[src/rtl/core/midiusb_pkg.sv]
// shared types and constants for the midi to usb event packetizer
// no dependencies; imported by the top level and the checker

package midiusb_pkg;

  // number of midi input ports with parser state
  localparam int NUM_PORTS = 4;

  // status byte values
  localparam logic [7:0] ST_SYSEX_START  = 8'hF0;
  localparam logic [7:0] ST_MTC_QUARTER  = 8'hF1;
  localparam logic [7:0] ST_SONG_POS     = 8'hF2;
  localparam logic [7:0] ST_SONG_SEL     = 8'hF3;
  localparam logic [7:0] ST_SYSEX_END    = 8'hF7;
  localparam logic [7:0] ST_REALTIME_MIN = 8'hF8;
  localparam logic [7:0] ST_SYSTEM_MIN   = 8'hF0;
  localparam logic [7:0] ST_NONE         = 8'h00;

  // channel voice high nibbles with a single data byte
  localparam logic [3:0] NIB_PROG_CHANGE = 4'hC;
  localparam logic [3:0] NIB_CHAN_PRESS  = 4'hD;

  // usb-midi code index numbers
  localparam logic [3:0] CIN_SYS_TWO     = 4'h2;
  localparam logic [3:0] CIN_SYS_THREE   = 4'h3;
  localparam logic [3:0] CIN_SYSEX_CONT  = 4'h4;
  localparam logic [3:0] CIN_SINGLE_END  = 4'h5;
  localparam logic [3:0] CIN_REALTIME    = 4'hF;

  // input transaction payload
  typedef struct packed {
    logic [1:0] port;
    logic [7:0] midi_byte;
  } in_item_t;

  // output transaction payload: one usb-midi event packet
  typedef struct packed {
    logic [3:0] cable;
    logic [3:0] code_index;
    logic [7:0] byte_zero;
    logic [7:0] byte_one;
    logic [7:0] byte_two;
  } out_item_t;

endpackage

[src/rtl/core/midi_to_usb_event_packetizer.sv]
// midi to usb-midi 1.0 event packetizer, top level
// depends on midiusb_pkg for payload types and code constants

// Takes one raw MIDI byte per transaction, tagged with its input port, and
// emits zero or one 4-byte USB-MIDI event packet (cable, code index, three
// bytes). Each port keeps its own running status, pending data byte and
// SysEx chunk buffer. The block accepts a new byte every clock cycle while
// the input register is empty or can advance: a byte is taken into an input
// register, then the port's state is read, updated and the packet is written
// to the output register, which drives out_valid and out_data. The rate of
// one byte per cycle is set by the read-modify-write of the per-port state
// registers. Bytes that produce no packet still take one pass through the
// input register. The output register holds a packet while out_ready is
// low, and input flow stops only when both registers are full.

module midi_to_usb_event_packetizer (
  input  logic                   clk,
  input  logic                   rst_n,
  input  logic                   in_valid,
  output logic                   in_ready,
  input  midiusb_pkg::in_item_t  in_data,
  output logic                   out_valid,
  input  logic                   out_ready,
  output midiusb_pkg::out_item_t out_data
);
  import midiusb_pkg::*;

  // input stage
  logic      in_valid_r;
  in_item_t  in_item_r;

  // output stage
  logic      out_valid_r;
  out_item_t out_item_r;

  // per-port parser state
  logic [7:0] running_status_r [NUM_PORTS];
  logic [3:0] pending_code_r   [NUM_PORTS];
  logic       needs_two_r      [NUM_PORTS];
  logic       have_first_r     [NUM_PORTS];
  logic [6:0] first_data_r     [NUM_PORTS];
  logic       sysex_open_r     [NUM_PORTS];
  logic [1:0] sysex_count_r    [NUM_PORTS];
  logic [7:0] sysex_buffer_r   [NUM_PORTS][3];

  // next values for the port being served
  logic [7:0] rs_nxt;
  logic [3:0] pc_nxt;
  logic       n2_nxt;
  logic       hf_nxt;
  logic [6:0] fd_nxt;
  logic       so_nxt;
  logic [1:0] sc_nxt;
  logic [7:0] buf_nxt [3];
  logic       emit;
  out_item_t  pkt;

  logic       advance;
  logic       port_ok;
  logic [1:0] p;
  logic [7:0] b;

  assign p       = in_item_r.port;
  assign b       = in_item_r.midi_byte;
  assign port_ok = (int'(p) < NUM_PORTS);
  assign advance = in_valid_r && (!out_valid_r || out_ready);
  assign in_ready  = !in_valid_r || advance;
  assign out_valid = out_valid_r;
  assign out_data  = out_item_r;

  // parser decision for the byte in the input register
  always_comb begin
    logic [1:0] idx;
    logic [3:0] nib;
    rs_nxt  = running_status_r[p];
    pc_nxt  = pending_code_r[p];
    n2_nxt  = needs_two_r[p];
    hf_nxt  = have_first_r[p];
    fd_nxt  = first_data_r[p];
    so_nxt  = sysex_open_r[p];
    sc_nxt  = sysex_count_r[p];
    for (int i = 0; i < 3; i++) begin
      buf_nxt[i] = sysex_buffer_r[p][i];
    end
    idx  = (sysex_count_r[p] == 2'd3) ? 2'd2 : sysex_count_r[p];
    nib  = b[7:4];
    emit = 1'b0;
    pkt  = '0;
    pkt.cable = {2'b00, p};

    priority if (b >= ST_REALTIME_MIN) begin
      // real-time passes straight through
      emit = 1'b1;
      pkt.code_index = CIN_REALTIME;
      pkt.byte_zero  = b;
    end else if (b == ST_SYSEX_START) begin
      rs_nxt     = ST_NONE;
      hf_nxt     = 1'b0;
      so_nxt     = 1'b1;
      buf_nxt[0] = ST_SYSEX_START;
      sc_nxt     = 2'd1;
    end else if (b == ST_SYSEX_END) begin
      rs_nxt = ST_NONE;
      emit   = 1'b1;
      if (sysex_open_r[p]) begin
        // close sysex with a 1, 2 or 3 byte end packet
        buf_nxt[idx]   = ST_SYSEX_END;
        so_nxt         = 1'b0;
        sc_nxt         = 2'd0;
        pkt.code_index = CIN_SINGLE_END + {2'b00, idx};
        pkt.byte_zero  = buf_nxt[0];
        pkt.byte_one   = (idx >= 2'd1) ? buf_nxt[1] : 8'h00;
        pkt.byte_two   = (idx >= 2'd2) ? buf_nxt[2] : 8'h00;
      end else begin
        // stray end of exclusive
        pkt.code_index = CIN_SINGLE_END;
        pkt.byte_zero  = ST_SYSEX_END;
      end
    end else if (b[7]) begin
      // any other status aborts sysex and the held data byte
      so_nxt = 1'b0;
      sc_nxt = 2'd0;
      hf_nxt = 1'b0;
      priority if (b < ST_SYSTEM_MIN) begin
        rs_nxt = b;
        pc_nxt = nib;
        n2_nxt = !(nib == NIB_PROG_CHANGE || nib == NIB_CHAN_PRESS);
      end else if (b == ST_MTC_QUARTER || b == ST_SONG_SEL) begin
        rs_nxt = b;
        pc_nxt = CIN_SYS_TWO;
        n2_nxt = 1'b0;
      end else if (b == ST_SONG_POS) begin
        rs_nxt = b;
        pc_nxt = CIN_SYS_THREE;
        n2_nxt = 1'b1;
      end else begin
        // tune request and undefined system common go out as singles
        rs_nxt         = ST_NONE;
        emit           = 1'b1;
        pkt.code_index = CIN_SINGLE_END;
        pkt.byte_zero  = b;
      end
    end else if (sysex_open_r[p]) begin
      // sysex data, full chunk goes out every third byte
      buf_nxt[idx] = b;
      if (idx == 2'd2) begin
        sc_nxt         = 2'd0;
        emit           = 1'b1;
        pkt.code_index = CIN_SYSEX_CONT;
        pkt.byte_zero  = buf_nxt[0];
        pkt.byte_one   = buf_nxt[1];
        pkt.byte_two   = buf_nxt[2];
      end else begin
        sc_nxt = idx + 2'd1;
      end
    end else if (running_status_r[p] == ST_NONE) begin
      // data with no status is dropped
    end else if (needs_two_r[p] && !have_first_r[p]) begin
      fd_nxt = b[6:0];
      hf_nxt = 1'b1;
    end else begin
      // message complete
      hf_nxt         = 1'b0;
      emit           = 1'b1;
      pkt.code_index = pending_code_r[p];
      pkt.byte_zero  = running_status_r[p];
      if (running_status_r[p] >= ST_SYSTEM_MIN) begin
        rs_nxt = ST_NONE;
      end
      if (needs_two_r[p]) begin
        pkt.byte_one = {1'b0, first_data_r[p]};
        pkt.byte_two = b;
      end else begin
        pkt.byte_one = b;
      end
    end
  end

  // input register
  always_ff @(posedge clk) begin
    if (!rst_n) begin
      in_valid_r <= 1'b0;
    end else if (in_ready) begin
      in_valid_r <= in_valid;
    end
    if (in_ready && in_valid) begin
      in_item_r <= in_data;
    end
  end

  // output register
  always_ff @(posedge clk) begin
    if (!rst_n) begin
      out_valid_r <= 1'b0;
    end else if (advance) begin
      out_valid_r <= emit && port_ok;
    end else if (out_ready) begin
      out_valid_r <= 1'b0;
    end
    if (advance && emit && port_ok) begin
      out_item_r <= pkt;
    end
  end

  // per-port state with reset values
  always_ff @(posedge clk) begin
    if (!rst_n) begin
      for (int i = 0; i < NUM_PORTS; i++) begin
        running_status_r[i] <= ST_NONE;
        have_first_r[i]     <= 1'b0;
        sysex_open_r[i]     <= 1'b0;
        sysex_count_r[i]    <= 2'd0;
      end
    end else if (advance && port_ok) begin
      running_status_r[p] <= rs_nxt;
      have_first_r[p]     <= hf_nxt;
      sysex_open_r[p]     <= so_nxt;
      sysex_count_r[p]    <= sc_nxt;
    end
  end

  // per-port state that is written before it is read
  always_ff @(posedge clk) begin
    if (advance && port_ok) begin
      pending_code_r[p] <= pc_nxt;
      needs_two_r[p]    <= n2_nxt;
      first_data_r[p]   <= fd_nxt;
      for (int i = 0; i < 3; i++) begin
        sysex_buffer_r[p][i] <= buf_nxt[i];
      end
    end
  end

endmodule

[config.mk]
export PLATFORM = sky130hd
export DESIGN_NAME = midi_to_usb_event_packetizer
export DESIGN_NICKNAME = d
export VERILOG_FILES = /design/src/rtl/core/midiusb_pkg.sv /design/src/rtl/core/midi_to_usb_event_packetizer.sv
export SDC_FILE = /design/constraint.sdc
export NUM_CORES = 1
export LEC_CHECK = 0
export ABC_AREA = 1
export BUFFER_PORTS_ARGS = -buffer_cell sky130_fd_sc_hd__buf_4
export CAP_MARGIN = 10
export CORE_MARGIN = 5
export CORE_UTILIZATION = 40
export DETAILED_ROUTE_END_ITERATION = 8
export SYNTH_ARGS = -nofsm -noshare
export SYNTH_HDL_FRONTEND = slang
export SYNTH_SLANG_ARGS = --single-unit
export TNS_END_PERCENT = 10
[constraint.sdc]
create_clock -name clk -period 10.94 [get_ports clk]
set_clock_uncertainty 0.2 [all_clocks]
set_input_delay 2.188 -clock clk [delete_from_list [all_inputs] [get_ports clk]]
set_output_delay 2.188 -clock clk [all_outputs]
set_load 0.02 [all_outputs]
**Yosys cells after proc, flatten, opt, wreduce, memory -nomap -nowiden**

Memory sizes are Yosys's and may differ from the RTL's. A register that Yosys moved wholly into a read port is not among the register bits.
Cells that the tools add are included.

- $add $sub $neg: 2
- Order comparisons: 7
- Eq/ne operators: 9
- Muxes and demuxes: 117
- Bitwise gates (word level): 4
- Reduce and logical (&&, ||, !) cells: 20

Operator list:

| operator | count |
|---|---|
| $mux 28 | 5 |
| $mux 8 | 17 |
| $mux 24 | 5 |
| $mux 7 | 9 |
| $mux 16 | 3 |
| $mux 1 | 42 |
| $mux 2 | 21 |
| $eq 8x8->1 const B | 5 |
| $mux 11 | 3 |
| $mux 4 | 7 |
| $mux 27 | 1 |
| $bwmux 24 | 1 |
| $mux 12 | 2 |
| $or 21x21->21 | 1 |
| $demux 8 s2 | 1 |
| $ge 8x8->1 const B | 2 |
| $eq 4x4->1 const B | 2 |
| $logic_not 8->1 | 1 |
| $lt 8x8->1 const B | 1 |
| $reduce_or 8->1 | 1 |
| $logic_and 1x1->1 | 5 |
| $add 3x2->4 const A | 1 |
| $eq 2x2->1 const B | 2 |
| $logic_not 1->1 | 4 |
| 12 further kinds | 17 |

- Bits in registers: 42
- Memory bits (writable): 192
- Input port bits: 14
- Output and inout port bits: 34
- Logic and storage cells: 176
- Memories kept: 8

Memory list:

| memory | depth | width | read ports | clocked after memory_dff | write ports | RTL line | source |
|---|---|---|---|---|---|---|---|
| sysex_buffer_r | 4 | 24 | 1 | 1 | 1 | midi_to_usb_event_packetizer.sv:44 | `logic [7:0] sysex_buffer_r [NUM_PORTS][3];` |
| running_status_r | 4 | 8 | 1 | 1 | 4 | midi_to_usb_event_packetizer.sv:37 | `logic [7:0] running_status_r [NUM_PORTS];` |
| first_data_r | 4 | 7 | 1 | 1 | 1 | midi_to_usb_event_packetizer.sv:41 | `logic [6:0] first_data_r [NUM_PORTS];` |
| pending_code_r | 4 | 4 | 1 | 1 | 1 | midi_to_usb_event_packetizer.sv:38 | `logic [3:0] pending_code_r [NUM_PORTS];` |
| sysex_count_r | 4 | 2 | 1 | 1 | 4 | midi_to_usb_event_packetizer.sv:43 | `logic [1:0] sysex_count_r [NUM_PORTS];` |
| have_first_r | 4 | 1 | 1 | 1 | 4 | midi_to_usb_event_packetizer.sv:40 | `logic have_first_r [NUM_PORTS];` |
| 2 more memories | -- | -- | -- | -- | -- | -- |  |

**Longest topological paths before layout**

Gate-level depths: netlist of run 1.

- Word-level depth: 14
- Gate-level depth with buffers: 16
- Gate-level depth less buffers: 13

**Worst setup path before layout of run 1**

OpenSTA, ideal clock, no wires.

- Path kind: input to register
- From: in out_ready
- To: mem running_status_r[0][0] (enable)
- Setup time: 0.348 ns
- Arrival: 5.164 ns
- Data required time: 10.392 ns
- Slack: 5.228 ns
- Stages on the path: 6
- Buffers on the path: 0
- Cell sequence: inv_1 nand2_1 nand2_1 nor3_1 nand2_1 nand2_1

RTL lines:

| element | RTL line | source |
|---|---|---|
| start, declared | midi_to_usb_event_packetizer.sv:23 | `input logic out_ready,` |
| end, declared | midi_to_usb_event_packetizer.sv:37 |  |

**Final worst setup path of run 1**

- From: in out_ready
- To: out in_ready

- Cells in the longest elaborated chain, start to end: 3

Ends and longest elaborated chain:

| element | RTL line | source |
|---|---|---|
| $logic_or 1x1->1 | midi_to_usb_event_packetizer.sv:66 | `assign advance = in_valid_r && (!out_valid_r \|\| out_ready);` |
| $logic_and 1x1->1 | midi_to_usb_event_packetizer.sv:66 |  |
| $logic_or 1x1->1 | midi_to_usb_event_packetizer.sv:67 | `assign in_ready = !in_valid_r \|\| advance;` |
| end, declared | midi_to_usb_event_packetizer.sv:20 | `output logic in_ready,` |

Every way passes these cells.

==> impl_metrics.ini, run 1 <==
[routing]
antenna_left = 0
vias = 6943
drt_first_pass_iters = 5
drtIter0Drc = 637
viasPerCell = 5.353
drc_errors = 0
routed_wl_um = 24340
wl_per_cell_um = 18.76

[worst_setup_path]
path_class = primary input to primary output
start_kind = primary input
cp_max_fo = 3
critical_path_required_ps = 8550
end_kind = primary output
cp.arrival_ps = 2630

[floorplanning]
ios = 48
die-width_um = 165.9
initial_core_util_pct = 40.31
std_cell_rows = 57
die_y_um = 165.9
coreArea_um2 = 24110
die-area_um2 = 27510

[final_layout]
syn2layout_area_growth_pct = 12.82
stdcell_area_um2 = 10960
diodes = 0
layout.nets = 971
fillers = 2297
fin_cells = 1297
final_common_cell = nand2_1
layout-drive-gt1-share_pct = 17.16
final_cell_mix = nand2_1, edfxtp_1, nor2_1

[pwr]
pwr-share-seq_pct = 48.0
power_density_nw_per_um2 = 172.7
intPower_w = 0.001416
p_clk_share_pct = 39.9
switchingPower_w = 0.0004772
p_leak_nw = 4.193
swShare_pct = 25.20
p_comb_share_pct = 12.1
irDropWorstVdd_uv = 126.4
power_w = 0.001894

[global_route]
grt_pass1_wl_um = 38160
overflow = 0
grt.total_usage_pct = 17.18
grt_max_degree = 78
grt_pass1_vias = 6558
antenna_found_initial = 0

[synth]
synthArstFlopShare_pct = 0
synth_cell_types = 46
synth_warnings = 0
synth-seq-area-share_pct = 62.01
synth_seq_cells = 204
ys.flop_type = edfxtp_1
synth_area_per_cell_um2 = 10.43
netlist_instances = 932
synth-edff-count = 194
synth_area_um2 = 9717

[cts]
cts-resized-gates = 0
hold_buffers = 0
clkLatencyLatePin_ps = 510
cts_setup_buffers = 0
numCtsBuffers = 22
cts_num_sinks = 204
cts_tree = done
root_buffer = clkbuf_16
clk_path_buf_depth = 3
path_clk_slew_ps = 60
h-tree-depth = 1

[placement]
place_inst = 1257
dp_slack_ps = 5816
gp_congestion = 0.9353
io_buffers = 45
dpl-instance-area_um2 = 10230
hpwl_um = 15550

[sta]
rsz0062_at_grt = false
hold_viol = 0
postLayoutSetupSlackWorst_ps = 5924
worst_slew_pin_slew_ps = 977.6
finalCritPeriodShare_pct = 45.85
slew_headroom_pct = 34.67
setup_viol = 0
fin_crit_ps = 5016
fmax_ghz = 0.1994
slew_violations = 0
tns_ps = 0

[status]
status = complete, no violations

[worst_hold_path]
hold_path_class = flop to flop

[run]
drv_cap = 0
per-layer routing:
layer  global-route usage [%]  routed length, um  up-vias
li1                         -                  -     3317
met1                    24.93              11080     3362
met2                    26.60              11070      225
met3                    3.285               1676       39
met4                    4.663                513        0
met5                        0                  0        -
per-stage QoR:
stage | utilization (%) | hold WS [ps]
2_1_floorplan | - | 249.6
3_3_place_gp | 42.42 | 265.4
3_5_place_dp | 42.42 | 269.0
4_1_cts | 45.48 | 279.3
5_1_grt | 45.48 | 301.1
6_report | 45.48 | 281.3
registers in the layout (all words and copies together), names as in the netlist, 4 cells and up, named ones only:
register and flops:
b 8, first_data_r 28, have_first_r 4, needs_two_r 4, out_data 30, pending_code_r 16, running_status_r 32, sysex_buffer_r 64
sysex_count_r 8, sysex_open_r 4
path summary, 6_finish.rpt:
kind	from	to	slack (ps)	cells after the start
setup / recovery	out_ready	in_ready	5920	4
hold / removal	have_first_r[1]	have_first_r[1]	280	2
setup reg to reg	flop	out_data[19]	6670	13
hold reg to reg	have_first_r[1]	have_first_r[1]	280	2
cell type report:
cell class | count | area, um2 | share of cell area, %
Clock buffer | 27 | 590.6 | 5.387
Clock inverter | 13 | 146.4 | 1.335
Inverter | 69 | 265.3 | 2.420
Multi-Input combinational cell | 605 | 3115 | 28.42
Sequential cell | 204 | 6027 | 54.98
Tap cell | 324 | 405.4 | 3.698
Timing Repair Buffer | 55 | 412.9 | 3.766
Yosys cell counts, types with 2 or more instances:
cell type / count / area share (%)
nand3_2: 4 / 0.41
o211ai_2: 10 / 1.3
nor2_8: 2 / 0.41
a32o_1: 8 / 0.82
nand4_1: 2 / 0.13
o21a_1: 3 / 0.23
a32oi_1: 6 / 0.54
o21bai_1: 4 / 0.31
o221ai_1: 3 / 0.27
inv_4: 2 / 0.13
a211oi_1: 2 / 0.15
nor2_1: 79 / 3.1
nand2_2: 10 / 0.64
nor2_4: 5 / 0.58
o2111ai_1: 4 / 0.36
nor2_2: 12 / 0.77
a22oi_1: 4 / 0.31
a31oi_1: 15 / 0.97
o31ai_1: 12 / 0.93
nand2_1: 240 / 9.3
buf_4: 9 / 0.70
inv_1: 48 / 1.9
buf_6: 10 / 1.2
nand2_4: 6 / 0.70
a21oi_1: 36 / 1.9
clkbuf_1: 20 / 0.77
o211ai_1: 4 / 0.31
edfxtp_1: 194 / 60
inv_2: 17 / 0.66
nand3_1: 51 / 2.6
buf_2: 13 / 0.67
o21ai_1: 11 / 0.57
o21ai_0: 42 / 2.2
dfxtp_1: 10 / 2.1
o22ai_1: 15 / 0.97
nor3_1: 8 / 0.41
clkbuf_2: 2 / 0.10
logic make-up (layout without fill, tap and decap cells):
kind of cell,after synthesis,count (layout),synth area share (%)
AOI/OAI and AO/OA,183,183,12.64
buffers and inverters,124,164,6.168
DFF,204,204,62.01
other,1,2,0.03859
and+or+nand+nor,420,420,19.13
critical path, stage by stage:
cell and delay [ps]:
buf_4 100, inv_1 60, nand3_1 100, buf_4 180
power by group through the flow:
stage               clock, W  combinational, W  sequential (W)
floorplan                  0          0.000163        0.000926
CTS                 0.000772          0.000229        0.000909
global placement           0          0.000225        0.000925
finish              0.000756          0.000229        0.000909
detailed placement         0          0.000228        0.000925
global route        0.000806          0.000252        0.000911
Power figures use the tool's default switching activity.
==> run 2: changes to the inputs <==
--- a/config.mk
+++ b/config.mk
@@ -5,7 +5,7 @@
 export SDC_FILE = /design/constraint.sdc
 export NUM_CORES = 1
 export LEC_CHECK = 0
-export ABC_AREA = 1
+export ABC_AREA = 0
 export BUFFER_PORTS_ARGS = -buffer_cell sky130_fd_sc_hd__buf_4
 export CAP_MARGIN = 10
 export CORE_MARGIN = 5
==> constraint.sdc (replaced) <==
create_clock -name clk -period 5 [get_ports clk]
set_clock_uncertainty 0.2 [all_clocks]
set_input_delay 1 -clock clk [delete_from_list [all_inputs] [get_ports clk]]
set_output_delay 1 -clock clk [all_outputs]
set_load 0.02 [all_outputs]
==> impl_metrics.ini, run 2 <==
[placement]
dpl-instance-area_um2 = 9620
gp_congestion = 0.9272
hpwl_um = 15440
io_buffers = 45

[final_layout]
layout.nets = 667
stdcell_area_um2 = 10330
final_common_cell = edfxtp_1
largest_reg_flops = 64
regMostFlops = sysex_buffer_r
fillers = 1963
layout-drive-gt1-share_pct = 22.72
final_cell_mix = edfxtp_1, buf_4, nand2_1
syn2layout_area_growth_pct = 14.59
diodes = 0

[floorplanning]
die-width_um = 160.1
die-area_um2 = 25640
std_cell_rows = 55
ios = 48
coreArea_um2 = 22430
die_y_um = 160.1
initial_core_util_pct = 40.19

[worst_setup_path]
cp_max_fo = 20
end_kind = flop
crit_path_cell_trace = mux4_2, nand2b_1, nand4_1, o21ai_0, o22ai_1
r2r_slack_ps = 1440
start_kind = flop
worstReg2RegEnd = running_status_r[3][1]
critical_path_required_ps = 5010
path_class = flop to flop
cp.arrival_ps = 3570
critical_path.max_stage_delay_ps = 820
rr_worst_depth = 5
cpMaxStageDelayCell = dfxtp_2

[routing]
drtIter0Drc = 618
drc_errors = 0
routed_wl_um = 23280
wl_per_cell_um = 24.40
drt_first_pass_iters = 6
antenna_left = 0
viasPerCell = 6.006
vias = 5730

[cts]
path_clk_slew_ps = 60
cts-resized-gates = 0
clk_path_buf_depth = 3
numCtsBuffers = 22
root_buffer = clkbuf_16
clkLatencyLatePin_ps = 500
cts_num_sinks = 204
h-tree-depth = 1
cts_setup_buffers = 0
hold_buffers = 0
cts_tree = done

[synth]
synth_commonest_cells = edfxtp_1, nand2_1, o21ai_0
synth-simple-area-share_pct = 8.784
synth_area_um2 = 9016
synth.most_common_cell = edfxtp_1
ys.flop_type = edfxtp_1
synth-seq-area-share_pct = 66.83
synth_cell_types = 63
synth_warnings = 0
synth_compound_area_share_pct = 10.39
synth_top_cell_by_area = edfxtp_1
synth_xor_area_share_pct = 0
synth.area.top_cells = edfxtp_1, mux4_2, o21ai_0, dfxtp_1, nand2_1
synthArstFlopShare_pct = 0
synth_area_per_cell_um2 = 14.73
synth_seq_cells = 204
synth_top_area_share_pct = 64.61
synth_top_family_by_area = multiplexers
synth_fa_ha_area_share_pct = 0
synth-edff-count = 194
netlist_instances = 612
synth.area.mux_share_pct = 11.37

[worst_hold_path]
hold_path_class = flop to flop
hold_depth = 2
holdPathEnd = sysex_open_r[2]
worstHoldStart = sysex_open_r[2]

[pwr]
power_w = 0.003962
p_leak_nw = 3.434
power_density_nw_per_um2 = 383.5
irDropWorstVdd_uv = 172.6

[global_route]
grt_pass1_wl_um = 35380
grt_pass1_vias = 5746
grt.total_usage_pct = 17.84
grt_max_degree = 32
antenna_found_initial = 0
overflow = 0

[sta]
hold_viol = 0
finalCritPeriodShare_pct = 71.14
worst_slew_pin_slew_ps = 948.6
setup_viol = 0
tns_ps = 0
slew_headroom_pct = 36.69
fin_crit_ps = 3557
rsz0062_at_grt = false
fmax_ghz = 0.2811
slew_violations = 0

[run]
drv_cap = 0

[status]
status = complete, no violations
[run 2: cell count changes in the layout (fill, tap and decap cells not counted), moves of 9 or more]
cell | previous run | this run
a31oi_1 | 15 | 1
mux4_2 | 0 | 40
nor2_1 | 77 | 30
nand2_2 | 10 | 0
inv_1 | 48 | 15
nor2_2 | 13 | 4
inv_2 | 17 | 0
o211ai_2 | 10 | 0
nand2_1 | 240 | 48
mux2_2 | 0 | 11
nand3_1 | 51 | 12
nor3_1 | 6 | 19
[run 2: kinds of logic after synthesis]
family	after synthesis
buf+inv	54
other cells	1
simple gates	157
flops	204
mux	51
compound gates	145
[run 2: where the power goes]
| group | leakage, nW | internal (W) | switching (W) |
|---|---|---|---|
| clock | 0.347 | 0.000965 | 0.000626 |
| sequential | 1.90 | 0.00195 | 0.0000430 |
| combinational | 1.19 | 0.000137 | 0.000239 |
| total | 3.43 | 0.00305 | 0.000907 |
[run 2: per-stage QoR]
stage | utilization (%) | worst slack, ps | cells | hold slack [ps]
floorplan | - | 1200 | 613 | 237.6
global placement | 42.88 | 1546 | 914 | 262.6
detailed placement | 42.88 | 1461 | 914 | 268.8
CTS | 46.05 | 1428 | 954 | 283.1
global route | 46.05 | 1220 | 954 | 316.9
finish | 46.05 | 1443 | 954 | 286.4
[run 2: how the worst max path moves through the flow]
stage / start / to / slack [ps]
after floorplan: flop / out_data[0] / 1200
after global placement: flop / out_data[14] / 1550
after detailed placement: flop / running_status_r[3][1] / 1460
after CTS: flop / running_status_r[3][1] / 1430
after global routing: flop / running_status_r[3][1] / 1220
final: flop / running_status_r[3][1] / 1440
[run 2: cell type report]
cell class / instances / area, um2 / share of cell area (%)
clock buffer: 33 / 623.1 / 6.031
clock inverter: 7 / 87.58 / 0.8478
sequential: 204 / 6028 / 58.35
tap: 285 / 356.6 / 3.452
inverter: 15 / 56.30 / 0.5450
multi-input combinational: 355 / 2766 / 26.78
timing repair buffer: 55 / 412.9 / 3.997
[run 2: per-layer routing]
metal / vias up / GRT usage, % / wire, um
met1: 2895 / 25.21 / 9933
met2: 282 / 28.75 / 10970
met3: 41 / 2.865 / 1787
li1: 2512 / - / -
met5: - / 0 / 0
met4: 0 / 5.241 / 585
[run 2: worst max-delay path: cells and delay by family, from the launching register on]
kind / cells / cell delay, ps
AO/OA/AOI/OAI: 2 / 960
flip-flops: 1 / 820
multiplexers: 1 / 790
AND/OR/NAND/NOR: 2 / 490
